### src/rtl/core/lat_pkg.sv
// Shared types and codes for the link address table.
// No dependencies; lat_ctrl, link_address_table and the testbench import this package.
package lat_pkg;

   // Field widths fixed by the request and response words
   localparam int MAC_W    = 48;
   localparam int IP_W     = 32;
   localparam int OPCODE_W = 3;
   localparam int STATUS_W = 2;
   localparam int COUNT_W  = 5;

   localparam int DEFAULT_TABLE_DEPTH = 16;

   // Operation codes
   localparam logic [OPCODE_W-1:0] OP_ADD    = 3'd0;
   localparam logic [OPCODE_W-1:0] OP_REMOVE = 3'd1;
   localparam logic [OPCODE_W-1:0] OP_SET_IP = 3'd2;
   localparam logic [OPCODE_W-1:0] OP_QUERY  = 3'd3;
   localparam logic [OPCODE_W-1:0] OP_CLEAR  = 3'd4;

   // Status codes
   localparam logic [STATUS_W-1:0] ST_OK        = 2'd0;
   localparam logic [STATUS_W-1:0] ST_FULL      = 2'd1;
   localparam logic [STATUS_W-1:0] ST_NOT_FOUND = 2'd2;

   typedef struct packed {
      logic [OPCODE_W-1:0] opcode;
      logic [MAC_W-1:0]    link_mac;
      logic                mesh_in;
      logic [IP_W-1:0]     ip_in;
   } req_word_type;

   typedef struct packed {
      logic [STATUS_W-1:0] status;
      logic                mesh_out;
      logic                route_drop;
      logic [IP_W-1:0]     route_ip;
      logic [COUNT_W-1:0]  link_count;
      logic                last;
   } rsp_word_type;

endpackage

### src/rtl/core/lat_ram.sv
// Generic single-clock RAM: one write port, one read port, registered read.
// Read returns the old contents when both ports hit the same address.
module lat_ram #(
   parameter int WIDTH  = 8,
   parameter int DEPTH  = 16,
   parameter int ADDR_W = (DEPTH > 1) ? $clog2(DEPTH) : 1
) (
   input  logic              clock,
   input  logic              we,
   input  logic [ADDR_W-1:0] waddr,
   input  logic [WIDTH-1:0]  wdata,
   input  logic [ADDR_W-1:0] raddr,
   output logic [WIDTH-1:0]  rdata
);

   logic [WIDTH-1:0] mem [DEPTH];
   logic [WIDTH-1:0] rdata_ff;

   // Write, then register the read word
   always_ff @(posedge clock) begin
      if (we) begin
         mem[waddr] <= wdata;
      end
      rdata_ff <= mem[raddr];
   end

   assign rdata = rdata_ff;

endmodule

### src/rtl/core/lat_ctrl.sv
// Table sequencer: scans the entry RAM, keeps valid bits and the live count,
// and builds one response word at a time. Depends on lat_pkg.
module lat_ctrl import lat_pkg::*; #(
   parameter int TABLE_DEPTH = DEFAULT_TABLE_DEPTH,
   parameter int IDX_W       = (TABLE_DEPTH > 1) ? $clog2(TABLE_DEPTH) : 1,
   parameter int ENTRY_W     = IDX_W + 1 + IP_W + MAC_W
) (
   input  logic               clock,
   input  logic               reset,
   input  logic               req_valid,
   output logic               req_ready,
   input  req_word_type       req_data,
   output logic               res_valid,
   output rsp_word_type       res_data,
   input  logic               res_take,
   output logic               ram_we,
   output logic [IDX_W-1:0]   ram_waddr,
   output logic [ENTRY_W-1:0] ram_wdata,
   output logic [IDX_W-1:0]   ram_raddr,
   input  logic [ENTRY_W-1:0] ram_rdata
);

   localparam int CNT_W    = $clog2(TABLE_DEPTH + 1);
   localparam int RANK_W   = IDX_W;
   localparam int IP_LSB   = MAC_W;
   localparam int MESH_BIT = MAC_W + IP_W;
   localparam int RANK_LSB = MAC_W + IP_W + 1;

   typedef enum logic [2:0] {S_IDLE, S_ADD, S_FIND, S_UPDATE, S_SHIFT, S_EMIT} state_type;

   state_type              state_ff, state_in;
   req_word_type           req_ff, req_in;
   logic                   rd_busy_ff, rd_busy_in;
   logic [IDX_W-1:0]       rd_idx_ff, rd_idx_in;
   logic                   proc_valid_ff, proc_valid_in;
   logic [IDX_W-1:0]       proc_idx_ff, proc_idx_in;
   logic [TABLE_DEPTH-1:0] valid_ff, valid_in;
   logic [CNT_W-1:0]       count_ff, count_in;
   logic                   found_ff, found_in;
   logic                   placed_ff, placed_in;
   logic [IDX_W-1:0]       best_idx_ff, best_idx_in;
   logic [RANK_W-1:0]      best_rank_ff, best_rank_in;
   logic [IP_W-1:0]        best_ip_ff, best_ip_in;
   logic                   best_mesh_ff, best_mesh_in;
   logic [MAC_W-1:0]       best_key_ff, best_key_in;
   logic [RANK_W-1:0]      pick_rank_ff, pick_rank_in;
   rsp_word_type           res_ff, res_in;

   logic [MAC_W-1:0]  e_key;
   logic [IP_W-1:0]   e_ip;
   logic              e_mesh;
   logic [RANK_W-1:0] e_rank;
   logic              e_live;
   logic              e_match;
   logic              last_read;
   logic              last_proc;
   logic [CNT_W-1:0]  count_dec;

   // Decode the word returned for the entry under processing
   assign e_key     = ram_rdata[MAC_W-1:0];
   assign e_ip      = ram_rdata[IP_LSB +: IP_W];
   assign e_mesh    = ram_rdata[MESH_BIT];
   assign e_rank    = ram_rdata[RANK_LSB +: RANK_W];
   assign e_live    = valid_ff[proc_idx_ff];
   assign last_read = (rd_idx_ff == IDX_W'(TABLE_DEPTH - 1));
   assign last_proc = proc_valid_ff && (proc_idx_ff == IDX_W'(TABLE_DEPTH - 1));
   assign count_dec = count_ff - CNT_W'(1);

   // Clear walks by age; keyed lookups keep the newest key match
   assign e_match = (req_ff.opcode == OP_CLEAR) ? (e_rank == pick_rank_ff) :
                    ((e_key == req_ff.link_mac) && (!found_ff || (e_rank < best_rank_ff)));

   assign req_ready = (state_ff == S_IDLE);
   assign res_valid = (state_ff == S_EMIT);
   assign res_data  = res_ff;
   assign ram_raddr = rd_idx_ff;

   always_comb begin
      state_in      = state_ff;
      req_in        = req_ff;
      rd_busy_in    = rd_busy_ff;
      rd_idx_in     = rd_idx_ff;
      valid_in      = valid_ff;
      count_in      = count_ff;
      found_in      = found_ff;
      placed_in     = placed_ff;
      best_idx_in   = best_idx_ff;
      best_rank_in  = best_rank_ff;
      best_ip_in    = best_ip_ff;
      best_mesh_in  = best_mesh_ff;
      best_key_in   = best_key_ff;
      pick_rank_in  = pick_rank_ff;
      res_in        = res_ff;
      ram_we        = 1'b0;
      ram_waddr     = proc_idx_ff;
      ram_wdata     = ram_rdata;

      // Advance the read pointer; its data arrives in the next cycle
      proc_valid_in = rd_busy_ff;
      proc_idx_in   = rd_idx_ff;
      if (rd_busy_ff) begin
         if (last_read) begin
            rd_busy_in = 1'b0;
            rd_idx_in  = '0;
         end else begin
            rd_idx_in = rd_idx_ff + IDX_W'(1);
         end
      end

      case (state_ff)
         S_IDLE: begin
            res_in.status     = ST_OK;
            res_in.mesh_out   = 1'b0;
            res_in.route_drop = 1'b0;
            res_in.route_ip   = '0;
            res_in.link_count = COUNT_W'(count_ff);
            res_in.last       = 1'b1;
            if (req_valid) begin
               req_in       = req_data;
               found_in     = 1'b0;
               placed_in    = 1'b0;
               pick_rank_in = '0;
               case (req_data.opcode)
                  OP_ADD: begin
                     if (count_ff >= CNT_W'(TABLE_DEPTH)) begin
                        res_in.status = ST_FULL;
                        state_in      = S_EMIT;
                     end else begin
                        rd_busy_in = 1'b1;
                        rd_idx_in  = '0;
                        state_in   = S_ADD;
                     end
                  end
                  OP_REMOVE, OP_SET_IP, OP_QUERY: begin
                     rd_busy_in = 1'b1;
                     rd_idx_in  = '0;
                     state_in   = S_FIND;
                  end
                  OP_CLEAR: begin
                     if (count_ff == '0) begin
                        state_in = S_EMIT;
                     end else begin
                        rd_busy_in = 1'b1;
                        rd_idx_in  = '0;
                        state_in   = S_FIND;
                     end
                  end
                  default: begin
                     state_in = S_EMIT;
                  end
               endcase
            end
         end

         S_ADD: begin
            // Age every live entry; drop the new one into the first free slot
            if (proc_valid_ff) begin
               if (e_live) begin
                  ram_we    = 1'b1;
                  ram_wdata = {e_rank + RANK_W'(1), e_mesh, e_ip, e_key};
               end else if (!placed_ff) begin
                  ram_we                = 1'b1;
                  ram_wdata             = {RANK_W'(0), req_ff.mesh_in, IP_W'(0),
                                           req_ff.link_mac};
                  valid_in[proc_idx_ff] = 1'b1;
                  placed_in             = 1'b1;
               end
            end
            if (last_proc) begin
               count_in          = count_ff + CNT_W'(1);
               res_in.link_count = COUNT_W'(count_ff + CNT_W'(1));
               state_in          = S_EMIT;
            end
         end

         S_FIND: begin
            // Track the entry that matches
            if (proc_valid_ff && e_live && e_match) begin
               found_in     = 1'b1;
               best_idx_in  = proc_idx_ff;
               best_rank_in = e_rank;
               best_ip_in   = e_ip;
               best_mesh_in = e_mesh;
               best_key_in  = e_key;
            end
            if (last_proc) begin
               state_in = S_UPDATE;
            end
         end

         S_UPDATE: begin
            res_in.status     = ST_OK;
            res_in.mesh_out   = 1'b0;
            res_in.route_drop = 1'b0;
            res_in.route_ip   = '0;
            res_in.link_count = COUNT_W'(count_ff);
            res_in.last       = 1'b1;
            state_in          = S_EMIT;
            if (!found_ff) begin
               res_in.status = ST_NOT_FOUND;
            end else begin
               case (req_ff.opcode)
                  OP_QUERY: begin
                     res_in.mesh_out = best_mesh_ff;
                  end
                  OP_SET_IP: begin
                     ram_we    = 1'b1;
                     ram_waddr = best_idx_ff;
                     ram_wdata = {best_rank_ff, best_mesh_ff, req_ff.ip_in, best_key_ff};
                  end
                  OP_REMOVE: begin
                     valid_in[best_idx_ff] = 1'b0;
                     count_in              = count_dec;
                     res_in.route_drop     = (best_ip_ff != '0);
                     res_in.route_ip       = best_ip_ff;
                     res_in.link_count     = COUNT_W'(count_dec);
                     rd_busy_in            = 1'b1;
                     rd_idx_in             = '0;
                     state_in              = S_SHIFT;
                  end
                  OP_CLEAR: begin
                     valid_in[best_idx_ff] = 1'b0;
                     count_in              = count_dec;
                     res_in.route_drop     = (best_ip_ff != '0);
                     res_in.route_ip       = best_ip_ff;
                     res_in.link_count     = COUNT_W'(count_dec);
                     res_in.last           = (count_dec == '0);
                  end
                  default: begin
                     res_in.status = ST_OK;
                  end
               endcase
            end
         end

         S_SHIFT: begin
            // Close the age gap left by the removed entry
            if (proc_valid_ff && e_live && (e_rank > best_rank_ff)) begin
               ram_we    = 1'b1;
               ram_wdata = {e_rank - RANK_W'(1), e_mesh, e_ip, e_key};
            end
            if (last_proc) begin
               state_in = S_EMIT;
            end
         end

         S_EMIT: begin
            // Hand the word over; clear goes on with the next oldest entry
            if (res_take) begin
               if ((req_ff.opcode == OP_CLEAR) && !res_ff.last) begin
                  pick_rank_in = pick_rank_ff + RANK_W'(1);
                  found_in     = 1'b0;
                  rd_busy_in   = 1'b1;
                  rd_idx_in    = '0;
                  state_in     = S_FIND;
               end else begin
                  state_in = S_IDLE;
               end
            end
         end

         default: begin
            state_in = S_IDLE;
         end
      endcase
   end

   always_ff @(posedge clock) begin
      if (reset) begin
         state_ff      <= S_IDLE;
         rd_busy_ff    <= 1'b0;
         rd_idx_ff     <= '0;
         proc_valid_ff <= 1'b0;
         valid_ff      <= '0;
         count_ff      <= '0;
      end else begin
         state_ff      <= state_in;
         rd_busy_ff    <= rd_busy_in;
         rd_idx_ff     <= rd_idx_in;
         proc_valid_ff <= proc_valid_in;
         valid_ff      <= valid_in;
         count_ff      <= count_in;
      end
      req_ff       <= req_in;
      proc_idx_ff  <= proc_idx_in;
      found_ff     <= found_in;
      placed_ff    <= placed_in;
      best_idx_ff  <= best_idx_in;
      best_rank_ff <= best_rank_in;
      best_ip_ff   <= best_ip_in;
      best_mesh_ff <= best_mesh_in;
      best_key_ff  <= best_key_in;
      pick_rank_ff <= pick_rank_in;
      res_ff       <= res_in;
   end

`ifndef SYNTHESIS
   a_count_bound: assert property (@(posedge clock) disable iff (reset)
      count_ff <= CNT_W'(TABLE_DEPTH))
      else $error("live count above table depth");

   a_count_matches_valid: assert property (@(posedge clock) disable iff (reset)
      (state_ff == S_IDLE) |-> ($countones(valid_ff) == count_ff))
      else $error("live count disagrees with valid bits");

   a_single_word_last: assert property (@(posedge clock) disable iff (reset)
      (res_valid && (req_ff.opcode != OP_CLEAR)) |-> res_data.last)
      else $error("non-clear operation gave a word without last");

   a_no_rw_collision: assert property (@(posedge clock) disable iff (reset)
      (ram_we && rd_busy_ff) |-> (ram_waddr != ram_raddr))
      else $error("write and read hit the same entry in one cycle");
`endif

endmodule

### src/rtl/core/link_address_table.sv
// Link address table: MAC-keyed link table with mesh flag and IP per entry.
// Depends on lat_pkg, lat_ram and lat_ctrl.
//
// Usage:
//   req_*  : valid/ready channel carrying one request word (opcode, link_mac,
//            mesh_in, ip_in). A word is taken only while the sequencer is idle.
//   rsp_*  : valid/ready channel carrying response words. Every operation
//            but clear gives one word with last set; clear gives one word per live
//            entry, newest first, last set on the final one (a single word
//            when the table is empty).
//   An entry RAM scan reads one entry per cycle over the RAM read port. Add
//   is one scan; query and set IP are a match scan and an update step; remove
//   is a match scan, an update step and an age-fixup scan; clear is a match
//   scan and an update step per entry. Add to a full table, clear of an empty
//   table and unused opcodes go straight to the output step. The sequencer
//   takes the next request once the last word of the previous one is taken.
//   Reset empties the table at once (valid bits and count are flip-flops);
//   there is no clearing pass. A stalled rsp_ready holds the output word;
//   the sequencer parks until the output register frees, and can take a new
//   request while the previous word is still waiting.
module link_address_table import lat_pkg::*; #(
   parameter int TABLE_DEPTH = DEFAULT_TABLE_DEPTH
) (
   input  logic         clock,
   input  logic         reset,
   input  logic         req_valid,
   output logic         req_ready,
   input  req_word_type req_data,
   output logic         rsp_valid,
   input  logic         rsp_ready,
   output rsp_word_type rsp_data
);

   localparam int IDX_W   = (TABLE_DEPTH > 1) ? $clog2(TABLE_DEPTH) : 1;
   localparam int ENTRY_W = IDX_W + 1 + IP_W + MAC_W;

   logic               ram_we;
   logic [IDX_W-1:0]   ram_waddr;
   logic [ENTRY_W-1:0] ram_wdata;
   logic [IDX_W-1:0]   ram_raddr;
   logic [ENTRY_W-1:0] ram_rdata;
   logic               res_valid;
   rsp_word_type       res_data;
   logic               res_take;
   logic               rsp_valid_ff, rsp_valid_in;
   rsp_word_type       rsp_data_ff;

   lat_ram #(
      .WIDTH  (ENTRY_W),
      .DEPTH  (TABLE_DEPTH),
      .ADDR_W (IDX_W)
   ) u_entry_ram (
      .clock (clock),
      .we    (ram_we),
      .waddr (ram_waddr),
      .wdata (ram_wdata),
      .raddr (ram_raddr),
      .rdata (ram_rdata)
   );

   lat_ctrl #(
      .TABLE_DEPTH (TABLE_DEPTH),
      .IDX_W       (IDX_W),
      .ENTRY_W     (ENTRY_W)
   ) u_ctrl (
      .clock     (clock),
      .reset     (reset),
      .req_valid (req_valid),
      .req_ready (req_ready),
      .req_data  (req_data),
      .res_valid (res_valid),
      .res_data  (res_data),
      .res_take  (res_take),
      .ram_we    (ram_we),
      .ram_waddr (ram_waddr),
      .ram_wdata (ram_wdata),
      .ram_raddr (ram_raddr),
      .ram_rdata (ram_rdata)
   );

   // Load the output register when it is empty or being drained
   assign res_take = res_valid && (!rsp_valid_ff || rsp_ready);

   always_comb begin
      rsp_valid_in = rsp_valid_ff;
      if (res_take) begin
         rsp_valid_in = 1'b1;
      end else if (rsp_ready) begin
         rsp_valid_in = 1'b0;
      end
   end

   always_ff @(posedge clock) begin
      if (reset) begin
         rsp_valid_ff <= 1'b0;
      end else begin
         rsp_valid_ff <= rsp_valid_in;
      end
      if (res_take) begin
         rsp_data_ff <= res_data;
      end
   end

   assign rsp_valid = rsp_valid_ff;
   assign rsp_data  = rsp_data_ff;

endmodule

### config.mk
export PLATFORM = sky130hd
export DESIGN_NAME = link_address_table
export DESIGN_NICKNAME = d
export VERILOG_FILES = /design/src/rtl/core/lat_pkg.sv /design/src/rtl/core/lat_ram.sv /design/src/rtl/core/lat_ctrl.sv /design/src/rtl/core/link_address_table.sv
export SDC_FILE = /design/constraint.sdc
export NUM_CORES = 2
export LEC_CHECK = 0
export BUFFER_PORTS_ARGS = -buffer_cell sky130_fd_sc_hd__clkbuf_2
export CAP_MARGIN = 15
export CELL_PAD_IN_SITES_DETAIL_PLACEMENT = 0
export CELL_PAD_IN_SITES_GLOBAL_PLACEMENT = 1
export CORE_MARGIN = 2
export CORE_UTILIZATION = 44
export DETAILED_ROUTE_END_ITERATION = 10
export GPL_TIMING_DRIVEN = 0
export PLACE_DENSITY = 0.69
export SKIP_CTS_REPAIR_TIMING = 1
export SYNTH_ARGS = -nofsm -noshare
export SYNTH_HDL_FRONTEND = slang
export SYNTH_SLANG_ARGS = --single-unit
### constraint.sdc
create_clock -name clock -period 23.3 [get_ports clock]
set_clock_uncertainty 0.2 [all_clocks]
set_input_delay 2.33 -clock clock [delete_from_list [all_inputs] [get_ports clock]]
set_output_delay 2.33 -clock clock [all_outputs]
set_load 0.005 [all_outputs]
==> out/metrics.cfg <==
[critical_path]
cp-start-kind = flop
cp_num_buf_inv = 2
r2r-start = u_ctrl.ram_raddr[1]
slowest_stage = nor3_1
ff2ff_setup_slack_ns = 18.35
cp.required_ns = 20.77
reg2reg_depth = 8
crit_start = u_ctrl.state_ff[0]
critPathMaxFanout = 10
crit_end = req_ready
crit_cells = 3
reg2reg_to = u_entry_ram.rdata[55]
arrival_ns = 2.51
crit_family = simple AND/OR/NAND/NOR gates
cp_slowest_stage_delay_ns = 0.81
critical_path_class = reg2out
critPathCaptureType = output port
crit_chain = clkbuf_1, nor3_1, clkbuf_2

[synth]
ys.flop_type = edfxtp_1
ys_ff_latch = 1743
ys_types = 61
synth_area_um2 = 66610
yosysSeqAreaShare = 0.7678
async_flop_share = 0
syn-num-nets = 3737
yosysWarnings = 0
synth-edff-count = 1623
syn_area_per_cell_um2 = 18.31
netlist_instances = 3637

[min_path]
holdPathStages = 0
min_path_type = reg2reg

[finish]
area_growth_pct = 16.47
num-nets-final = 4139
final_cell_mix = 1,623 x edfxtp_1, 259 x mux2i_1, 233 x o21ai_0
drive_gt1_frac = 0.1967
n_fill_cell = 12060
final_common_cell = edfxtp_1
regArea_um2 = 51140
multi_input_area_um2 = 14500

[clocking]
htree_levels = 4
cts_tree = done
clock_path_buffers = 3
cts_root_buf = clkbuf_16
clock_latency_ns = 0.82
cts.clk_slew.worst_paths_ns = 0.06
cts.sinks = 1743
numCtsBuffers = 177

[power]
p_clk_frac = 0.334
p_per_area_nw_per_um2 = 110.3
internal_power_mw = 6.245
p_sw_mw = 2.314
switching_share = 0.2703
p_total_mw = 8.558
combPwrFrac = 0.159
sequentialPowerShare = 0.507
peakVddDrop_v = 0.00008219
leakagePower_nw = 24.87

[global_route]
grt_first_pass_wirelength_um = 246500
grt_usage = 0.2236
grt.overflow.total = 0
antenna_found_initial = 2
grt_max_degree = 48
grt_pass1_vias = 35070

[die]
dieArea_um2 = 154500
rows = 142
die_y_um = 393.1
ios = 132
core_um2 = 150100
start_util = 0.4437
die_x_um = 393.1

[detailed_routing]
vias_per_cell = 5.704
first_pass_iters = 8
drtAntennaViolNets = 0
drc_errors = 0
wl_per_cell_um = 27.69
vias = 35430
wirelength_um = 172000
drt-initial-drc-count = 4095

[sta]
worst_slew_pin_slew_ns = 1.301
drv_slew = 0
timing.fmax_ghz = 0.1983
hold_ws_ns = 0.1526
slew_headroom = 0.1269
period_share = 0.2164
setup_viol = 0
post-route-min-period_ns = 5.042
grt_setup_unrepaired = no
setup-tns-final_ns = 0
hold_viol_final = 0

[placed_design]
portBuffers = 130
gp_congestion = 0.8052
dp_hpwl_um = 115500

[run_status]
outcome = complete, no violations

[job]
cap_violations = 0

## cells by family after synthesis
| family | Yosys count | synth area share |
|---|---|---|
| DFF | 1743 | 0.7678 |
| AOI/OAI and AO/OA | 656 | 0.06543 |
| muxes | 518 | 0.1121 |
| and+or+nand+nor | 373 | 0.02692 |
| buffers and inverters | 268 | 0.01668 |
| xor gates and xnor gates | 67 | 0.008810 |
| adders and majority gates | 12 | 0.002254 |
## registers in the layout, indices dropped and copies added (netlist names), 3 cells and up
register             cells
u_entry_ram.mem       1360
u_ctrl.valid_ff         16
u_ctrl.req_ff           84
u_ctrl.best_ip_ff       32
u_ctrl.ram_raddr         4
u_ctrl.best_key_ff      48
u_ctrl.count_ff          5
u_ctrl.proc_idx_ff       4
rsp_data                42
u_ctrl.state_ff          3
u_ctrl.pick_rank_ff      4
u_ctrl.best_rank_ff      4
u_entry_ram.rdata       85
u_ctrl.best_idx_ff       4
u_ctrl.res_data         42
## layer usage
| metal | routed length, um | track usage | vias up |
|---|---|---|---|
| li1 | - | - | 15530 |
| met1 | 72220 | 0.3092 | 18310 |
| met2 | 83250 | 0.3641 | 1355 |
| met3 | 12800 | 0.04511 | 237 |
| met4 | 3721 | 0.05629 | 0 |
| met5 | 0 | 0 | - |
## per-stage QoR
step                      setup WS [ns]    util  instance area (um^2)  cells
after floorplan                   14.90       -                 66610   3637
after global placement            8.279  0.4648                 69780   5783
after detailed placement          18.40  0.4765                 71540   5866
after CTS                         18.29  0.5158                 77430   6200
after global routing              18.21  0.5167                 77580   6210
final                             18.26  0.5167                 77580   6211
## synth_stat cells (17+ instances only)
cell	instances	share of area
a21oi_1	114	0.0086
a221oi_1	87	0.011
a222oi_1	49	0.0074
a22o_1	35	0.0046
a22oi_1	88	0.0099
and2_1	37	0.0035
buf_1	37	0.0021
buf_2	36	0.0027
clkbuf_1	120	0.0068
dfxtp_1	120	0.036
edfxtp_1	1623	0.73
inv_1	65	0.0037
mux2_2	85	0.014
mux2i_1	259	0.039
mux4_2	174	0.059
nand2_1	164	0.0092
nand3_1	23	0.0017
nor2_1	53	0.0030
nor4_1	19	0.0018
o21ai_0	233	0.018
xnor2_1	17	0.0022
xor2_1	50	0.0066
## worst reg2reg max path, cell delays in order, from the launching register on
cell	delay [ns]
dfxtp_1	0.61
clkbuf_1	0.91
and2_1	0.25
clkbuf_1	0.75
clkbuf_1	0.65
buf_1	0.86
a21oi_1	0.31
o21ai_0	0.25
nand2_1	0.07
## power by group through the flow
| stage | registers (mW) | clock network, mW | logic [mW] |
|---|---|---|---|
| 6_report | 4.34 | 2.86 | 1.36 |
| 5_1_grt | 4.36 | 3.03 | 1.49 |
| 4_1_cts | 4.34 | 2.91 | 1.36 |
| 3_5_place_dp | 4.40 | 0 | 1.35 |
| 3_3_place_gp | 4.43 | 0 | 1.27 |
| 2_1_floorplan | 4.33 | 0 | 0.833 |
## how the worst min path moves through the flow
| stage | from | end | slack [ns] |
|---|---|---|---|
| 2_1_floorplan | u_ctrl.ram_raddr[2] | u_ctrl.proc_idx_ff[2] | 0.13 |
| 3_3_place_gp | u_ctrl.ram_raddr[2] | u_ctrl.proc_idx_ff[2] | 0.14 |
| 3_5_place_dp | u_ctrl.ram_raddr[2] | u_ctrl.proc_idx_ff[2] | 0.14 |
| 4_1_cts | u_ctrl.ram_raddr[2] | u_ctrl.proc_idx_ff[2] | 0.15 |
| 5_1_grt | u_ctrl.ram_raddr[2] | u_ctrl.proc_idx_ff[2] | 0.16 |
| 6_report | u_ctrl.ram_raddr[2] | u_ctrl.proc_idx_ff[2] | 0.15 |
## cell type report
type                       count  share of cell area
sequential                  1743              0.6592
multi-input combinational   1626              0.1869
clock buffer                 235             0.06211
tap                         2016             0.03251
timing repair buffer         223             0.03095
clock inverter                99             0.01390
buffer                       202             0.01116
inverter                      66            0.003193
antenna                        1          0.00003226
Note: power is estimated with default switching activity, not from simulation.
